### src/hw/rtl/h2r_pkg.sv
package h2r_pkg;

   // Number of register stages from an accepted request to the response register.
   localparam int unsigned PIPE_DEPTH = 6;

   // Which piece of the hue ramp a channel falls on.
   typedef enum logic [1:0] {
      REGION_RISE,
      REGION_HOLD_Q,
      REGION_FALL,
      REGION_HOLD_P
   } h2r_region_type;

endpackage

### src/hw/rtl/h2r_channel.sv
module h2r_channel #(
   parameter int unsigned FRAC_BITS = 15
) (
   input  logic                        clock,
   input  logic                        advance,
   input  logic signed [FRAC_BITS+2:0] hue_shift,
   input  logic        [FRAC_BITS:0]   p_value,
   input  logic        [FRAC_BITS:0]   q_value,
   input  logic        [FRAC_BITS:0]   d_value,
   output logic        [7:0]           channel_byte
);
   import h2r_pkg::*;

   localparam int unsigned VW         = FRAC_BITS + 1;
   localparam int unsigned TW         = FRAC_BITS + 3;
   localparam int unsigned MW         = FRAC_BITS + 2;
   localparam int unsigned PW         = VW + MW;
   localparam int unsigned ONE_I      = 1 << FRAC_BITS;
   localparam int unsigned HALF_I     = ONE_I / 2;
   localparam int unsigned SIXTH_I    = (ONE_I + 3) / 6;
   localparam int unsigned TWO_3RDS_I = (2 * ONE_I + 1) / 3;

   localparam logic signed [TW-1:0] ONE_S   = TW'(ONE_I);
   localparam logic [VW-1:0] ONE_V          = VW'(ONE_I);
   localparam logic [VW-1:0] HALF_V         = VW'(HALF_I);
   localparam logic [VW-1:0] SIXTH_V        = VW'(SIXTH_I);
   localparam logic [VW-1:0] TWO_3RDS_V     = VW'(TWO_3RDS_I);

   logic signed [TW-1:0] wrap_t;
   logic [VW-1:0]        t_in, t_ff;
   h2r_region_type       region3_in, region3_ff, region4_ff;
   logic [MW-1:0]        slope3_in, slope3_ff;
   logic [VW-1:0]        fall_span;
   logic [PW-1:0]        prod4_in, prod4_ff;
   logic [VW-1:0]        p4_ff, q4_ff;
   logic [VW:0]          level5;
   logic [VW-1:0]        level5_in, level5_ff;
   logic [VW+7:0]        scaled6;
   logic [8:0]           byte6;
   logic [7:0]           byte6_in, byte_ff;

   // Stage 2: wrap the shifted hue once into [0, 1].
   always_comb begin
      wrap_t = hue_shift;
      if (wrap_t < 0) begin
         wrap_t = wrap_t + ONE_S;
      end else if (wrap_t > ONE_S) begin
         wrap_t = wrap_t - ONE_S;
      end
      if (wrap_t < 0) begin
         wrap_t = '0;
      end
      t_in = VW'(wrap_t);
   end

   // Stage 3: pick the ramp piece and form six times the distance along the slope.
   always_comb begin
      fall_span = TWO_3RDS_V - t_ff;
      if (t_ff < SIXTH_V) begin
         region3_in = REGION_RISE;
         slope3_in  = (MW'(t_ff) << 2) + (MW'(t_ff) << 1);
      end else if (t_ff < HALF_V) begin
         region3_in = REGION_HOLD_Q;
         slope3_in  = '0;
      end else if (t_ff < TWO_3RDS_V) begin
         region3_in = REGION_FALL;
         slope3_in  = (MW'(fall_span) << 2) + (MW'(fall_span) << 1);
      end else begin
         region3_in = REGION_HOLD_P;
         slope3_in  = '0;
      end
   end

   // Stage 4: slope product; d arrives from the stage 3 register of the top level.
   assign prod4_in = PW'(d_value) * PW'(slope3_ff);

   // Stage 5: channel level, clamped to one.
   always_comb begin
      case (region4_ff) inside
         REGION_RISE, REGION_FALL: begin
            level5 = {1'b0, p4_ff} + {1'b0, prod4_ff[FRAC_BITS +: VW]};
         end
         REGION_HOLD_Q: begin
            level5 = {1'b0, q4_ff};
         end
         default: begin
            level5 = {1'b0, p4_ff};
         end
      endcase
      if (level5 > {1'b0, ONE_V}) begin
         level5_in = ONE_V;
      end else begin
         level5_in = level5[VW-1:0];
      end
   end

   // Stage 6: scale by 255 as a shift and subtract, then saturate to a byte.
   always_comb begin
      scaled6 = {level5_ff, 8'b0} - {8'b0, level5_ff};
      byte6   = scaled6[FRAC_BITS +: 9];
      if (byte6 > 9'd255) begin
         byte6_in = 8'hff;
      end else begin
         byte6_in = byte6[7:0];
      end
   end

   // Payload registers move together with the pipeline advance.
   always_ff @(posedge clock) begin
      if (advance) begin
         t_ff       <= t_in;
         region3_ff <= region3_in;
         slope3_ff  <= slope3_in;
         region4_ff <= region3_ff;
         prod4_ff   <= prod4_in;
         p4_ff      <= p_value;
         q4_ff      <= q_value;
         level5_ff  <= level5_in;
         byte_ff    <= byte6_in;
      end
   end

   assign channel_byte = byte_ff;

endmodule

### src/hw/rtl/hsl_to_rgb_converter.sv
// Channel   Direction  Handshake           Payload
// req_      in         req_valid/req_stall req_hue, req_saturation, req_lightness
// rsp_      out        rsp_valid/rsp_stall rsp_red, rsp_green, rsp_blue
//
// One pixel enters per clock while req_stall is low; its response leaves the last stage.
// The six register stages are: saturate, q multiply, q/p and ramp piece, slope multiply,
// level select, byte scaling.
// Synchronous reset clears the stage valid bits only.
// A stalled response holds the whole pipeline, so req_stall follows rsp_stall while
// a response waits; empty stages keep their place and nothing is lost or repeated.
module hsl_to_rgb_converter #(
   parameter int unsigned FRAC_BITS = 15
) (
   input  logic        clock,
   input  logic        reset,
   input  logic        req_valid,
   output logic        req_stall,
   input  logic [15:0] req_hue,
   input  logic [15:0] req_saturation,
   input  logic [15:0] req_lightness,
   output logic        rsp_valid,
   input  logic        rsp_stall,
   output logic [7:0]  rsp_red,
   output logic [7:0]  rsp_green,
   output logic [7:0]  rsp_blue
);
   import h2r_pkg::*;

   localparam int unsigned VW      = FRAC_BITS + 1;
   localparam int unsigned TW      = FRAC_BITS + 3;
   localparam int unsigned SW      = FRAC_BITS + 4;
   localparam int unsigned PW      = 2 * VW + 1;
   localparam int unsigned ONE_I   = 1 << FRAC_BITS;
   localparam int unsigned HALF_I  = ONE_I / 2;
   localparam int unsigned THIRD_I = (ONE_I + 1) / 3;

   localparam logic [VW-1:0] ONE_V  = VW'(ONE_I);
   localparam logic [VW-1:0] HALF_V = VW'(HALF_I);
   localparam logic signed [TW-1:0] THIRD_S = TW'(THIRD_I);

   logic                  advance;
   logic [PIPE_DEPTH-1:0] valid_in, valid_ff;

   logic [VW-1:0]         h1_in, s1_in, l1_in;
   logic [VW-1:0]         h1_ff, s1_ff, l1_ff;
   logic [VW:0]           mult2;
   logic [PW-1:0]         prod2_in, prod2_ff;
   logic [VW-1:0]         s2_ff, l2_ff;
   logic                  lhalf2_ff;
   logic signed [SW-1:0]  q3, p3, d3;
   logic [VW-1:0]         q3_in, p3_in, d3_in;
   logic [VW-1:0]         q3_ff, p3_ff, d3_ff;
   logic signed [TW-1:0]  hue_plus, hue_mid, hue_minus;

   function automatic logic [VW-1:0] sat_one(input logic [15:0] raw);
      logic [VW-1:0] clipped;
      if ({16'b0, raw} > 32'(ONE_I)) begin
         clipped = ONE_V;
      end else begin
         clipped = VW'(raw);
      end
      return clipped;
   endfunction

   // The whole pipeline moves unless a response waits on a stall.
   assign advance   = !(valid_ff[PIPE_DEPTH-1] && rsp_stall);
   assign req_stall = !advance;

   // Valid bits travel alongside the data.
   assign valid_in = {valid_ff[PIPE_DEPTH-2:0], req_valid};

   always_ff @(posedge clock) begin
      if (reset) begin
         valid_ff <= '0;
      end else if (advance) begin
         valid_ff <= valid_in;
      end
   end

   // Stage 1: saturate the inputs to one.
   assign h1_in = sat_one(req_hue);
   assign s1_in = sat_one(req_saturation);
   assign l1_in = sat_one(req_lightness);

   // Stage 2: one multiplier serves both forms of q.
   assign mult2    = (l1_ff < HALF_V) ? ({1'b0, ONE_V} + {1'b0, s1_ff}) : {1'b0, s1_ff};
   assign prod2_in = PW'(l1_ff) * PW'(mult2);

   // Stage 3: q, p and the spread between them; zero saturation gives gray.
   always_comb begin
      if (lhalf2_ff) begin
         q3 = SW'(prod2_ff[FRAC_BITS +: VW+1]);
      end else begin
         q3 = SW'(l2_ff) + SW'(s2_ff) - SW'(prod2_ff[FRAC_BITS +: VW+1]);
      end
      if (s2_ff == '0) begin
         q3 = SW'(l2_ff);
      end
      p3 = (SW'(l2_ff) <<< 1) - q3;
      if (p3 < 0) begin
         p3 = '0;
      end
      d3 = q3 - p3;
      if (d3 < 0) begin
         d3 = '0;
      end
      q3_in = VW'(q3);
      p3_in = VW'(p3);
      d3_in = VW'(d3);
   end

   always_ff @(posedge clock) begin
      if (advance) begin
         h1_ff     <= h1_in;
         s1_ff     <= s1_in;
         l1_ff     <= l1_in;
         prod2_ff  <= prod2_in;
         s2_ff     <= s1_ff;
         l2_ff     <= l1_ff;
         lhalf2_ff <= (l1_ff < HALF_V);
         q3_ff     <= q3_in;
         p3_ff     <= p3_in;
         d3_ff     <= d3_in;
      end
   end

   // Hue offsets for the three channels, taken from the stage 1 register.
   assign hue_mid   = $signed({2'b00, h1_ff});
   assign hue_plus  = hue_mid + THIRD_S;
   assign hue_minus = hue_mid - THIRD_S;

   h2r_channel #(.FRAC_BITS(FRAC_BITS)) u_red (
      .clock        (clock),
      .advance      (advance),
      .hue_shift    (hue_plus),
      .p_value      (p3_ff),
      .q_value      (q3_ff),
      .d_value      (d3_ff),
      .channel_byte (rsp_red)
   );

   h2r_channel #(.FRAC_BITS(FRAC_BITS)) u_green (
      .clock        (clock),
      .advance      (advance),
      .hue_shift    (hue_mid),
      .p_value      (p3_ff),
      .q_value      (q3_ff),
      .d_value      (d3_ff),
      .channel_byte (rsp_green)
   );

   h2r_channel #(.FRAC_BITS(FRAC_BITS)) u_blue (
      .clock        (clock),
      .advance      (advance),
      .hue_shift    (hue_minus),
      .p_value      (p3_ff),
      .q_value      (q3_ff),
      .d_value      (d3_ff),
      .channel_byte (rsp_blue)
   );

   assign rsp_valid = valid_ff[PIPE_DEPTH-1];

endmodule

### config.mk
export PLATFORM = sky130hd
export DESIGN_NAME = hsl_to_rgb_converter
export DESIGN_NICKNAME = d
export VERILOG_FILES = /design/src/hw/rtl/h2r_pkg.sv /design/src/hw/rtl/h2r_channel.sv /design/src/hw/rtl/hsl_to_rgb_converter.sv
export SDC_FILE = /design/constraint.sdc
export NUM_CORES = 2
export LEC_CHECK = 0
export BUFFER_PORTS_ARGS = -buffer_cell sky130_fd_sc_hd__buf_2
export CAP_MARGIN = 25
export CORE_MARGIN = 2
export CORE_UTILIZATION = 50
export DETAILED_ROUTE_END_ITERATION = 8
export PLACE_DENSITY = 0.71
export SLEW_MARGIN = 15
export SYNTH_ARGS = -nofsm -noshare
export SYNTH_HDL_FRONTEND = slang
export SYNTH_SLANG_ARGS = --single-unit
### constraint.sdc
create_clock -name clock -period 22.1 [get_ports clock]
set_input_delay 4.42 -clock clock [delete_from_list [all_inputs] [get_ports clock]]
set_output_delay 4.42 -clock clock [all_outputs]
set_load 0.01 [all_outputs]
Word-level counts from Yosys, hierarchy flattened
Index checks and enable logic that the tools add are counted.
Storage, ports and cells
  logic and storage cells: 147
  output and inout port bits: 26
  bits of input ports: 52
  register bits: 475
Operators by class
  magnitude comparators: 30
  multipliers: 4
  multiplexer cells: 31
  eq/ne operators: 6
  reduce and logical (&&, ||, !) cells: 11
  add/subtract/negate cells: 28
Operators by type and width (count)
  $mux W17: 13
  $lt A16 B15 Y1 const B: 7
  $mux W18: 6
  $add A17 B17 Y17: 6
  $mul A16 B17 Y31: 3
  $sub A24 B16 Y24: 3
  $add A16 B16 Y17: 4
  $gt A17 B16 Y1 const B: 4
  $gt A16 B16 Y1 const B: 4
  $mux W19: 3
  $lt A18 B1 Y1 const B: 3
  $lt A16 B13 Y1 const B: 3
  $mux W16: 3
  $sub A15 B16 Y16 const A: 3
  $lt A19 B1 Y1 const B: 2
  $lt A17 B1 Y1 const B: 2
  $mul A16 B17 Y32: 1
  $gt A9 B8 Y1 const B: 3
  $sub A17 B19 Y19: 1
  $sub A19 B19 Y19: 1
  $add A17 B16 Y18 const B: 1
  $add A17 B17 Y18 const B: 1
  $sub A17 B16 Y18 const B: 1
  $sub A17 B17 Y18: 1
  15 further kinds: 31

Depth between registers and ports, before layout
  depth after elaboration: 9
  depth in mapped cells: 35
  depth with buffers taken out: 33

Cells and area by module
Synthesis repeated with hierarchy kept, for this count alone.
Unflattened totals
  cell total of the unflattened synthesis: 6267
  area total of the unflattened synthesis: 61213.7 um^2
By module, submodules not included
  hsl_to_rgb_converter: area an instance 17284.1 um^2, cells an instance 1778, instances 1, sequential area each 4504.3 um^2
  h2r_channel (u_green): area an instance 14706.6 um^2, cells an instance 1502, instances 1, sequential area each 3243.1 um^2
  h2r_channel (u_red): area an instance 14641.5 um^2, cells an instance 1500, instances 1, sequential area each 3243.1 um^2
  h2r_channel (u_blue): area an instance 14581.5 um^2, cells an instance 1487, instances 1, sequential area each 3243.1 um^2

Worst setup path after synthesis
No wires, ideal clock.
  kind: input to output
  start: input rsp_stall
  end: output req_stall
  cell stages on the path: 2
  data required time: 17.680 ns
  data arrival time: 14.823 ns
  buffers on the path: 0
  slack: 2.857 ns
  path through: nand2_1 > inv_1
On the way
  word-level cells in the longest chain between the ends: 1
Ends and longest elaborated chain
  start: declaration: line hsl_to_rgb_converter.sv:22  | input logic rsp_stall,
  $logic_and A1 B1 Y1: line hsl_to_rgb_converter.sv:66  | assign advance = !(valid_ff[PIPE_DEPTH-1] && rsp_stall);
  end: declaration: line hsl_to_rgb_converter.sv:17  | output logic req_stall,
Every way passes these cells.

Worst setup path in the final report
Same ends and word-level chain as after synthesis.

==> impl_metrics.env <==
export IMPL_dp_cells=7611
export IMPL_fmax_ghz=0.102
export IMPL_hold_class="reg -> reg"
export IMPL_period_share=0.443
export IMPL_postLayoutCellArea_um2=62400
export IMPL_cp_end_kind="primary output"
export IMPL_gp_congestion=0.896
export IMPL_syn_avg_cell_area_um2=9.50
export IMPL_wire_per_inst_um=18.1
export IMPL_mostFrequentLayoutCells="inv_1 (1164), nand2_1 (835), fa_1 (806)"
export IMPL_path_class="in -> out"
export IMPL_clock_skew_ns=0.0372
export IMPL_via_count=42600
export IMPL_synth_top_flop_cell="edfxtp_1"
export IMPL_post_place_ws_ns=12.28
export IMPL_r2r_slack_ns=13.79
export IMPL_boundaryPins=78
export IMPL_nNetsFinal=7647
export IMPL_cpPeakStageDelay_ns=0.39
export IMPL_dpl_hpwl_um=104000
export IMPL_worst_slack_ns=12.31
export IMPL_synthArstFlopShare=0
export IMPL_max_slew_margin=0.242
export IMPL_post_dp_cell_area_um2=60600
export IMPL_grt_max_degree=84
export IMPL_setup_viol=0
export IMPL_seq_area_frac_synth=0.209
export IMPL_numPortBuffers=77
export IMPL_start_util=0.506
export IMPL_die_height_um=347
export IMPL_cts_repair_resized=0
export IMPL_synth_area_leaders="fa_1 (27%), edfxtp_1 (21%), ha_1 (14%)"
export IMPL_synth_warnings=0
export IMPL_maxCapViolations=0
export IMPL_antenna_found_initial=2
export IMPL_grt_pass1_vias=44500
export IMPL_rows=125
export IMPL_wirelength_um=139000
export IMPL_cts_root_buf="clkbuf_16"
export IMPL_overflow=0
export IMPL_syn_area_um2=58900
export IMPL_path_buf_inv=3
export IMPL_yosysTopAreaCell="fa_1"
export IMPL_clock_sinks=412
export IMPL_cts_setup_buffers=0
export IMPL_largest_register="prod2_ff"
export IMPL_synthDominantCellAreaShare=0.274
export IMPL_syn_to_final_growth_pct=5.85
export IMPL_ant_nets=0
export IMPL_largest_reg_flops=17
export IMPL_path_delay_family="buffers and inverters"
export IMPL_leakagePower_nw=29.1
export IMPL_path_common_cell="buf_2"
export IMPL_hold_viol=0
export IMPL_final_common_cell="inv_1"
export IMPL_cts_tree="yes"
export IMPL_core_area_um2=117000
export IMPL_period_needed_ns=9.79
export IMPL_required_ns=17.68
export IMPL_die_width_um=347
export IMPL_htreeDepth=2
export IMPL_drt_pass1_iter_count=6
export IMPL_synthCells=6204
export IMPL_powerDensity_nw_per_um2=126
export IMPL_synth_distinct_cells=92
export IMPL_rsz0062_at_grt="false"
export IMPL_dieArea_um2=121000
export IMPL_peakVddDrop_v=0.000107
export IMPL_worstMarginPinSlew_ns=1.12
export IMPL_max_clock_path_buffers=3
export IMPL_synth_edff_count=406
export IMPL_route_detailed_drc=0
export IMPL_cts_buffers=50
export IMPL_crit_fanout=40
export IMPL_tns_ns=0
export IMPL_critPathArrivalTime_ns=5.37
export IMPL_instances_no_fill=7706
export IMPL_vias_per_cell=5.53
export IMPL_start_kind="input port"
export IMPL_drive_gt1_frac=0.0434
export IMPL_cpMaxStageDelayCell="nand2_4"
export IMPL_synth_seq_cells=412
export IMPL_status="completed"
export IMPL_drt_iter0_drc=3177
export IMPL_cts_hold_fix_buffers=0
export IMPL_path_cells="buf_2, nand2_4, inv_1, buf_2"
export IMPL_final_max_slew_viol_count=0
export IMPL_grt_use_total=0.235
export IMPL_syn_num_nets=7709
export IMPL_clkTransAtPathRegs_ns=0.06
export IMPL_insertion_delay_ns=0.65
export IMPL_grt_pass1_wl_um=230000
-- layer usage --
layer / vias to the layer above / global-route usage / wire (um)
li1: 19800 / - / -
met1: 21300 / 0.313 / 59200
met2: 1303 / 0.402 / 67300
met3: 234 / 0.0307 / 8850
met4: 2 / 0.0693 / 3810
met5: - / 0 / 7
-- path summary, 6_finish.rpt --
| check | start | to | depth (start not counted) |
|---|---|---|---|
| hold / removal | p3_ff[14] | u_green.p4_ff[14] | 0 |
| hold reg to reg | p3_ff[14] | u_green.p4_ff[14] | 0 |
| setup reg to reg | l2_ff[0] | d3_ff[8] | 34 |
| setup / recovery | rsp_stall | req_stall | 4 |
-- cells by family (layout without fill, tap and decap cells) --
group	Yosys count	count (layout)	synth area share
AND/OR/NAND/NOR	1811	1811	0.147
XOR/XNOR	278	278	0.0418
multiplexers	64	64	0.0113
other	1	2	0.0000636
buffers and inverters	1405	1382	0.0903
AO/OA/AOI/OAI	780	780	0.0891
flip-flops	412	412	0.209
adder cells (fa/ha/maj)	1453	1453	0.411
-- report_power, final --
part           leakage (nW)  switching [mW]  internal, mW  total, mW
sequential             4.59           0.344          1.27       1.62
clock                 0.800           0.363         0.471      0.834
combinational          23.7            3.19          2.19       5.38
-- through the flow --
step	utilization	total power [mW]	hold WS, ns
after floorplan	-	5.44	0.400
after global placement	0.520	6.79	0.403
after detailed placement	0.520	6.95	0.405
after CTS	0.535	7.85	0.418
after global routing	0.535	8.61	0.428
final	0.535	7.83	0.417
-- synth_stat cells (12+ instances only) --
| master | count |
|---|---|
| inv_1 | 1164 |
| nand2_1 | 836 |
| fa_1 | 806 |
| ha_1 | 647 |
| edfxtp_1 | 406 |
| and2_1 | 381 |
| clkbuf_1 | 229 |
| nor2_1 | 190 |
| a21oi_1 | 183 |
| xnor2_1 | 171 |
| o21ai_0 | 137 |
| xor2_1 | 105 |
| nor3_1 | 91 |
| nor2b_1 | 78 |
| a21o_1 | 62 |
| o21a_1 | 50 |
| mux2i_1 | 45 |
| o22ai_1 | 45 |
| a211oi_1 | 44 |
| nand3_1 | 41 |
| nand2b_1 | 39 |
| o211ai_1 | 31 |
| or3_1 | 29 |
| o21bai_1 | 28 |
| and3_1 | 27 |
| nor4_1 | 27 |
| a31oi_1 | 26 |
| a21boi_0 | 20 |
| nand4_1 | 20 |
| mux2_2 | 19 |
| o31ai_1 | 13 |
| a2111oi_0 | 12 |
| a41oi_1 | 12 |
-- layout make-up --
| type | count | area [um^2] |
|---|---|---|
| Antenna cell | 1 | 2.50 |
| Clock buffer | 51 | 1250 |
| Sequential cell | 412 | 12300 |
| Timing Repair Buffer | 127 | 808 |
| Clock inverter | 40 | 417 |
| Inverter | 1164 | 4370 |
| Multi-Input combinational cell | 4387 | 41300 |
| Fill cell | 10300 | 54100 |
| Tap cell | 1524 | 1910 |
(Power assumes the default switching activity.)
